## src/rtl/mlr_pkg.sv

```systemverilog
package mlr_pkg;

   localparam int COORD_BITS = 11;
   localparam int DEC_BITS = COORD_BITS + 4;
   localparam int COLOR_BITS = 24;
   localparam int REQ_FIELD_BITS = 4 * COORD_BITS + COLOR_BITS;
   localparam int REQ_DATA_BITS = ((REQ_FIELD_BITS + 7) / 8) * 8;
   localparam int RSP_FIELD_BITS = 2 * COORD_BITS + COLOR_BITS;
   localparam int RSP_DATA_BITS = ((RSP_FIELD_BITS + 7) / 8) * 8;

   localparam logic KIND_START = 1'b0;
   localparam logic KIND_STEP = 1'b1;

   typedef logic [COORD_BITS-1:0] coord_type;
   typedef logic signed [COORD_BITS:0] delta_type;
   typedef logic signed [DEC_BITS-1:0] dec_type;
   typedef logic [COLOR_BITS-1:0] color_type;

   typedef enum logic [1:0] {
      OCT_SHALLOW_UP   = 2'd0,
      OCT_STEEP_UP     = 2'd1,
      OCT_SHALLOW_DOWN = 2'd2,
      OCT_STEEP_DOWN   = 2'd3
   } octant_type;

   typedef struct packed {
      coord_type  cur_x;
      coord_type  cur_y;
      coord_type  major_end;
      dec_type    decision;
      dec_type    inc_keep;
      dec_type    inc_move;
      octant_type octant;
   } line_state_type;

   function automatic logic is_shallow(input octant_type oct);
      return (oct == OCT_SHALLOW_UP) || (oct == OCT_SHALLOW_DOWN);
   endfunction

   function automatic logic at_end(input line_state_type st);
      coord_type major;
      major = is_shallow(st.octant) ? st.cur_x : st.cur_y;
      return major == st.major_end;
   endfunction

   function automatic dec_type widen(input delta_type d);
      return {{(DEC_BITS - COORD_BITS - 1){d[COORD_BITS]}}, d};
   endfunction

endpackage

```

## src/rtl/mlr_setup.sv

```systemverilog
module mlr_setup
   import mlr_pkg::*;
(
   input  coord_type      x_start,
   input  coord_type      y_start,
   input  coord_type      x_end,
   input  coord_type      y_end,
   output line_state_type init_state
);

   delta_type  dx0, dy0, dx1, dy1;
   coord_type  adx, ady;
   coord_type  ax, ay, bx, by;
   logic       same_sign, dx_nz, shallow, swap;
   octant_type oct;
   dec_type    dxe, dye;

   always_comb begin
      dx0 = $signed({1'b0, x_end}) - $signed({1'b0, x_start});
      dy0 = $signed({1'b0, y_end}) - $signed({1'b0, y_start});
      adx = dx0[COORD_BITS] ? coord_type'(-dx0) : dx0[COORD_BITS-1:0];
      ady = dy0[COORD_BITS] ? coord_type'(-dy0) : dy0[COORD_BITS-1:0];
      dx_nz = (dx0 != '0);
      same_sign = (dx0 > 0 && dy0 > 0) || (dx0 < 0 && dy0 < 0);
      shallow = dx_nz && (ady <= adx);

      if (shallow && ((dy0 == '0) || same_sign)) begin
         oct = OCT_SHALLOW_UP;
      end else if ((ady > adx) && (dx_nz ? same_sign : (dy0 > 0))) begin
         oct = OCT_STEEP_UP;
      end else if (shallow) begin
         oct = OCT_SHALLOW_DOWN;
      end else begin
         oct = OCT_STEEP_DOWN;
      end

      swap = is_shallow(oct) ? (x_start > x_end) : (y_start > y_end);
      ax = swap ? x_end : x_start;
      ay = swap ? y_end : y_start;
      bx = swap ? x_start : x_end;
      by = swap ? y_start : y_end;
      dx1 = $signed({1'b0, bx}) - $signed({1'b0, ax});
      dy1 = $signed({1'b0, by}) - $signed({1'b0, ay});
      dxe = widen(dx1);
      dye = widen(dy1);

      init_state.cur_x = ax;
      init_state.cur_y = ay;
      init_state.octant = oct;
      case (oct)
         OCT_SHALLOW_UP: begin
            init_state.decision = dxe - dye - dye;
            init_state.inc_keep = -(dye + dye);
            init_state.inc_move = dxe + dxe - dye - dye;
            init_state.major_end = bx;
         end
         OCT_STEEP_UP: begin
            init_state.decision = dxe + dxe - dye;
            init_state.inc_keep = dxe + dxe;
            init_state.inc_move = dxe + dxe - dye - dye;
            init_state.major_end = by;
         end
         OCT_SHALLOW_DOWN: begin
            init_state.decision = -dxe - dye - dye;
            init_state.inc_keep = -(dye + dye);
            init_state.inc_move = -(dxe + dxe) - dye - dye;
            init_state.major_end = bx;
         end
         default: begin
            init_state.decision = dxe + dxe + dye;
            init_state.inc_keep = dxe + dxe;
            init_state.inc_move = dxe + dxe + dye + dye;
            init_state.major_end = by;
         end
      endcase
   end

endmodule

```

## src/rtl/mlr_step.sv

```systemverilog
module mlr_step
   import mlr_pkg::*;
(
   input  line_state_type cur_state,
   output line_state_type next_state
);

   logic move;

   always_comb begin
      next_state = cur_state;
      case (cur_state.octant)
         OCT_SHALLOW_UP: begin
            move = (cur_state.decision <= 0);
            next_state.cur_x = cur_state.cur_x + 1'b1;
            if (move) begin
               next_state.cur_y = cur_state.cur_y + 1'b1;
            end
         end
         OCT_STEEP_UP: begin
            move = (cur_state.decision >= 0);
            next_state.cur_y = cur_state.cur_y + 1'b1;
            if (move) begin
               next_state.cur_x = cur_state.cur_x + 1'b1;
            end
         end
         OCT_SHALLOW_DOWN: begin
            move = (cur_state.decision >= 0);
            next_state.cur_x = cur_state.cur_x + 1'b1;
            if (move) begin
               next_state.cur_y = cur_state.cur_y - 1'b1;
            end
         end
         default: begin
            move = (cur_state.decision <= 0);
            next_state.cur_y = cur_state.cur_y + 1'b1;
            if (move) begin
               next_state.cur_x = cur_state.cur_x - 1'b1;
            end
         end
      endcase
      next_state.decision = cur_state.decision +
                            (move ? cur_state.inc_move : cur_state.inc_keep);
   end

endmodule

```

## src/rtl/midpoint_line_rasterizer.sv

```systemverilog
// Midpoint line rasterizer, all octants, one pixel per item.
// The request channel carries start and step items. A start item (tuser low)
// loads both endpoints and a color and produces the first pixel. A step item
// (tuser high) produces the next pixel of the line in progress; a step with no
// line in progress is consumed and produces nothing. A start during a line
// drops the old line.
// The response channel carries one pixel per producing item, with tlast set
// on the far endpoint, after which steps are ignored until the next start.
// An accepted item is held in the input register, then the setup or step logic
// writes the line state and the output register together. Throughput is one
// item per clock while the receiver does not stall, since the decision update
// that feeds the line state back on itself is combinational.
// A stalled receiver holds the output register; one more item waits in the
// input register, and req_tready falls only when both are full.
// Synchronous reset empties both registers and leaves no line in progress.
module midpoint_line_rasterizer
   import mlr_pkg::*;
(
   input  logic                     clock,
   input  logic                     reset,
   input  logic                     req_tvalid,
   output logic                     req_tready,
   // x_start, y_start, x_end, y_end, color, zero fill
   input  logic [REQ_DATA_BITS-1:0] req_tdata,
   // kind
   input  logic                     req_tuser,
   output logic                     rsp_tvalid,
   input  logic                     rsp_tready,
   // pixel_x, pixel_y, pixel_color, zero fill
   output logic [RSP_DATA_BITS-1:0] rsp_tdata,
   output logic                     rsp_tlast
);

   logic                     in_valid_ff, in_valid_in;
   logic                     in_kind_ff;
   coord_type                in_xa_ff, in_ya_ff, in_xb_ff, in_yb_ff;
   color_type                in_color_ff;
   line_state_type           state_ff, state_in;
   logic                     active_ff, active_in;
   color_type                color_ff, color_in;
   logic                     out_valid_ff, out_valid_in;
   logic [RSP_DATA_BITS-1:0] out_data_ff, out_data_in;
   logic                     out_last_ff, out_last_in;

   line_state_type init_state, stepped_state, new_state;
   logic           req_fire, has_result, out_free, in_consume, fire, new_last;

   mlr_setup u_setup (
      .x_start    (in_xa_ff),
      .y_start    (in_ya_ff),
      .x_end      (in_xb_ff),
      .y_end      (in_yb_ff),
      .init_state (init_state)
   );

   mlr_step u_step (
      .cur_state  (state_ff),
      .next_state (stepped_state)
   );

   always_comb begin
      has_result = in_valid_ff && ((in_kind_ff == KIND_START) || active_ff);
      out_free = !out_valid_ff || rsp_tready;
      in_consume = in_valid_ff && (!has_result || out_free);
      fire = has_result && out_free;
      req_tready = !in_valid_ff || in_consume;
      req_fire = req_tvalid && req_tready;

      new_state = (in_kind_ff == KIND_START) ? init_state : stepped_state;
      new_last = at_end(new_state);

      in_valid_in = req_fire ? 1'b1 : (in_consume ? 1'b0 : in_valid_ff);
      state_in = fire ? new_state : state_ff;
      active_in = fire ? !new_last : active_ff;
      color_in = (fire && (in_kind_ff == KIND_START)) ? in_color_ff : color_ff;
      out_valid_in = fire ? 1'b1 : (rsp_tready ? 1'b0 : out_valid_ff);
      out_data_in = fire
                  ? RSP_DATA_BITS'({color_in, new_state.cur_y, new_state.cur_x})
                  : out_data_ff;
      out_last_in = fire ? new_last : out_last_ff;
   end

   always_ff @(posedge clock) begin
      if (reset) begin
         in_valid_ff <= 1'b0;
         active_ff <= 1'b0;
         out_valid_ff <= 1'b0;
         state_ff <= '0;
         color_ff <= '0;
      end else begin
         in_valid_ff <= in_valid_in;
         active_ff <= active_in;
         out_valid_ff <= out_valid_in;
         state_ff <= state_in;
         color_ff <= color_in;
      end
   end

   always_ff @(posedge clock) begin
      if (req_fire) begin
         in_kind_ff <= req_tuser;
         in_xa_ff <= req_tdata[COORD_BITS-1:0];
         in_ya_ff <= req_tdata[2*COORD_BITS-1:COORD_BITS];
         in_xb_ff <= req_tdata[3*COORD_BITS-1:2*COORD_BITS];
         in_yb_ff <= req_tdata[4*COORD_BITS-1:3*COORD_BITS];
         in_color_ff <= req_tdata[REQ_FIELD_BITS-1:4*COORD_BITS];
      end
      out_data_ff <= out_data_in;
      out_last_ff <= out_last_in;
   end

   assign rsp_tvalid = out_valid_ff;
   assign rsp_tdata = out_data_ff;
   assign rsp_tlast = out_last_ff;

endmodule

```

## config.mk

```make
export PLATFORM = sky130hd
export DESIGN_NAME = midpoint_line_rasterizer
export DESIGN_NICKNAME = d
export VERILOG_FILES = /design/src/rtl/mlr_pkg.sv /design/src/rtl/mlr_setup.sv /design/src/rtl/mlr_step.sv /design/src/rtl/midpoint_line_rasterizer.sv
export SDC_FILE = /design/constraint.sdc
export NUM_CORES = 1
export LEC_CHECK = 0
export BUFFER_PORTS_ARGS = -buffer_cell sky130_fd_sc_hd__buf_4
export CELL_PAD_IN_SITES_DETAIL_PLACEMENT = 1
export CELL_PAD_IN_SITES_GLOBAL_PLACEMENT = 1
export CORE_AREA = 2 2 216 218
export CTS_BUF_LIST = sky130_fd_sc_hd__clkbuf_4
export DETAILED_ROUTE_END_ITERATION = 16
export DIE_AREA = 0 0 218 220
export GPL_ROUTABILITY_DRIVEN = 0
export PLACE_DENSITY_LB_ADDON = 0.1
export SETUP_SLACK_MARGIN = 0.2
export SYNTH_ARGS = -nofsm -noshare
export SYNTH_HDL_FRONTEND = slang
export SYNTH_SLANG_ARGS = --single-unit
```

## constraint.sdc

```tcl
create_clock -name clock -period 31.9 [get_ports clock]
set_clock_uncertainty 0.1 [all_clocks]
set_input_delay 4.785 -clock clock [delete_from_list [all_inputs] [get_ports clock]]
set_output_delay 4.785 -clock clock [all_outputs]
set_load 0.01 [all_outputs]
```

==> flow_metrics.env <==
export IMPL_tritoncts="yes"
export IMPL_routed_via_density=5.70
export IMPL_areaGrowthSynthToFinish_pct=12.9
export IMPL_yosysTopAreaCellShare_pct=19.3
export IMPL_synth_area_leaders="edfxtp_1 19%, dfxtp_1 12%, ha_1 11%, a21oi_1 6.1%, xnor2_1 5.9%"
export IMPL_setup_tns_final_ns=0
export IMPL_h_tree_depth=3
export IMPL_crit_type="reg2reg"
export IMPL_fin_util_pct=44.4
export IMPL_num_io_pins=128
export IMPL_multi_input_area_um2=11500
export IMPL_ctsHoldBuffers=0
export IMPL_crit_path_top_delay_cell="xnor2_1"
export IMPL_synthFlopType="edfxtp_1"
export IMPL_finish_instance_area_um2=20400
export IMPL_status="finished, final reports clean"
export IMPL_synth_yosys_seq_area_share_pct=31.0
export IMPL_design_die_area_um2=48000
export IMPL_ctsRootBufferMaster="clkbuf_4"
export IMPL_crit_top_cell="ha_1"
export IMPL_layout_drive_gt1_share_pct=13.2
export IMPL_via_count=16719
export IMPL_fillCellCount=5515
export IMPL_min_period_over_period_pct=40.4
export IMPL_clockBufferDepth=3
export IMPL_ys_types=95
export IMPL_placedInstanceArea_um2=19500
export IMPL_critPathRequiredTime_ns=32.38
export IMPL_fmax_ghz=0.0776
export IMPL_ir_drop_uv=52.6
export IMPL_grt_max_degree=74
export IMPL_clk_pin_slew_worst_paths_ns=0.06
export IMPL_worstSetupStartpointType="flop"
export IMPL_synthCells=2166
export IMPL_relSlewSlack_pct=14.1
export IMPL_die_h_um=220
export IMPL_tightestPinTransition_ns=1.29
export IMPL_endpoint="state_ff[15]"
export IMPL_finalSetupViolations=0
export IMPL_r2r_slack_ns=19.02
export IMPL_antenna_found_initial=3
export IMPL_cts_resized_gates=0
export IMPL_syn_area_per_cell_um2=8.32
export IMPL_power_leakage_nw=8.46
export IMPL_core_area_um2=45900
export IMPL_synth_most_common_cell="nand2_1"
export IMPL_cts_setup_buffers=0
export IMPL_synth_edf_count=116
export IMPL_yosysTopAreaCell="edfxtp_1"
export IMPL_start_util_pct=39.3
export IMPL_rows=79
export IMPL_ant_nets=0
export IMPL_grt_pass1_vias=17197
export IMPL_rsz0062_at_grt="no"
export IMPL_drt_iter0_drc=1060
export IMPL_wire_per_inst_um=21.4
export IMPL_critPathLaunch="in_xa_ff[6]"
export IMPL_ys_warnings_count=0
export IMPL_wirelength_um=62800
export IMPL_path_max_fanout=64
export IMPL_grt_overflow=0
export IMPL_timing_rr_end="state_ff[15]"
export IMPL_synth_seq_cells=221
export IMPL_crit_arrival_ns=13.36
export IMPL_critPathMaxStageDelay_ns=0.80
export IMPL_dp_hpwl_um=47900
export IMPL_synthTopCellsByCount="247 x nand2_1, 221 x a21oi_1, 189 x nor2_1"
export IMPL_finalNetCount=2518
export IMPL_grt_pass1_wl_um=97600
export IMPL_drc=0
export IMPL_cts_sinks=221
export IMPL_port_buffers=121
export IMPL_ff_latch_area_um2=5590
export IMPL_worstHoldStart="state_ff[13]"
export IMPL_die_w_um=218
export IMPL_cts_buffers_inserted=67
export IMPL_clk_latency_ns=0.77
export IMPL_timing_hold_ws_ns=0.353
export IMPL_drt_first_pass_iters=7
export IMPL_r2r_start="in_xa_ff[6]"
export IMPL_layout_min_cycle_time_ns=12.88
export IMPL_worstRegToRegCells=41
export IMPL_power_w=0.00234
export IMPL_syn_cell_area_um2=18000
export IMPL_final_hold_violation_count=0
export IMPL_grtUsageTotal_pct=26.3
export IMPL_async_reset_ff_share_pct=0
export IMPL_p_per_area_nw_per_um2=115
export IMPL_drv_cap=0
export IMPL_crit_path_end_kind="flop"
export IMPL_maxSlewViolCount=0
export IMPL_hold_class="reg2reg"
==> how the worst min path moves through the flow <==
stage	endpoint	slack [ns]	cells past startpoint
final	state_ff[13]	0.35	2
after global routing	color_ff[15]	0.39	2
after CTS	state_ff[13]	0.36	2
after detailed placement	state_ff[13]	0.35	2
after global placement	state_ff[4]	0.34	2
after floorplan	state_ff[4]	0.33	2
==> cells in the final DEF, fill, tap and decap left out, types with 7 or more instances in the layout <==
master | synthesis | routed
edfxtp_1 | 116 | 116
mux2i_1 | 25 | 25
nor2_1 | 189 | 187
o21bai_1 | 47 | 47
and3_1 | 25 | 25
a31oi_1 | 16 | 16
a221oi_1 | 8 | 8
o22ai_1 | 16 | 16
a211o_1 | 10 | 10
xor2_1 | 39 | 39
o211ai_1 | 22 | 22
nand3_1 | 27 | 27
nand2b_1 | 35 | 35
nor2b_1 | 20 | 20
fa_1 | 7 | 7
o21a_1 | 19 | 19
clkbuf_4 | 0 | 100
a21o_1 | 19 | 19
mux2_2 | 18 | 18
a311oi_1 | 20 | 20
xnor2_1 | 122 | 122
dfxtp_1 | 105 | 105
nor4_1 | 11 | 11
o31ai_1 | 7 | 7
and2_1 | 13 | 13
inv_1 | 127 | 127
o21ai_0 | 88 | 88
nor3_1 | 56 | 56
a211oi_1 | 50 | 50
a21oi_1 | 221 | 220
clkinv_1 | 1 | 13
or3_1 | 15 | 15
ha_1 | 163 | 163
nand3b_1 | 7 | 7
nand2_1 | 247 | 247
buf_4 | 2 | 146
nand4_1 | 13 | 13
==> state kept, by name, indices dropped and copies added (netlist names), 11 cells and up <==
register and count:
state_ff 78, rsp_tdata 46, color_ff 24, in_color_ff 24
in_xa_ff 11, in_xb_ff 11, in_ya_ff 11, in_yb_ff 11
==> metal layers <==
layer  part of all wire [%]  vias to the layer above  GRT usage, %  wire [µm]
met4                    2.6                        0          8.37       1640
met3                    4.5                       80          4.02       2830
met5                      0                        -             0          0
met2                     45                      360          41.8      28000
met1                     48                     8200          36.5      30300
li1                       -                     8079             -          -
==> worst max-delay path: cells and delay by family (launching register included) <==
family | cells | cell delay (ns)
xor gates and xnor gates | 4 | 1.31
DFF | 1 | 0.52
muxes | 1 | 0.11
AOI/OAI and AO/OA | 20 | 6.11
buffers and inverters | 3 | 0.56
adders and majority gates | 5 | 1.80
and+or+nand+nor | 8 | 2.13
==> stage by stage <==
| step | setup WS, ns | instances |
|---|---|---|
| 2_1_floorplan | 21.68 | 2168 |
| 3_3_place_gp | 19.69 | 2809 |
| 3_5_place_dp | 19.22 | 2809 |
| 4_1_cts | 19.11 | 2930 |
| 5_1_grt | 18.07 | 2931 |
| 6_report | 19.02 | 2932 |
==> cell type report <==
type | instances | share of cell area [%]
Multi-Input combinational cell | 1707 | 56.7
Antenna cell | 2 | 0.0246
Sequential cell | 221 | 27.4
Inverter | 128 | 2.37
Tap cell | 607 | 3.73
Timing Repair Buffer | 146 | 5.38
Clock buffer | 100 | 3.69
Clock inverter | 21 | 0.633
==> kinds of logic after synthesis <==
group	count (synthesis)	synth area share, %
simple gates	689	17.7
flops	221	31.0
other cells	1	0.0208
mux	44	2.59
xor+xnor	162	7.95
buf+inv	240	5.16
fa+ha+maj	172	12.2
compound gates	637	23.4
==> report_power, final <==
group          switching, W  internal (W)  leakage (nW)  total (W)
combinational       0.00106      0.000659          5.96    0.00172
sequential        0.0000137      0.000319          1.98   0.000333
clock              0.000134      0.000153         0.516   0.000287
No activity file was read; power rests on OpenSTA's default activity.
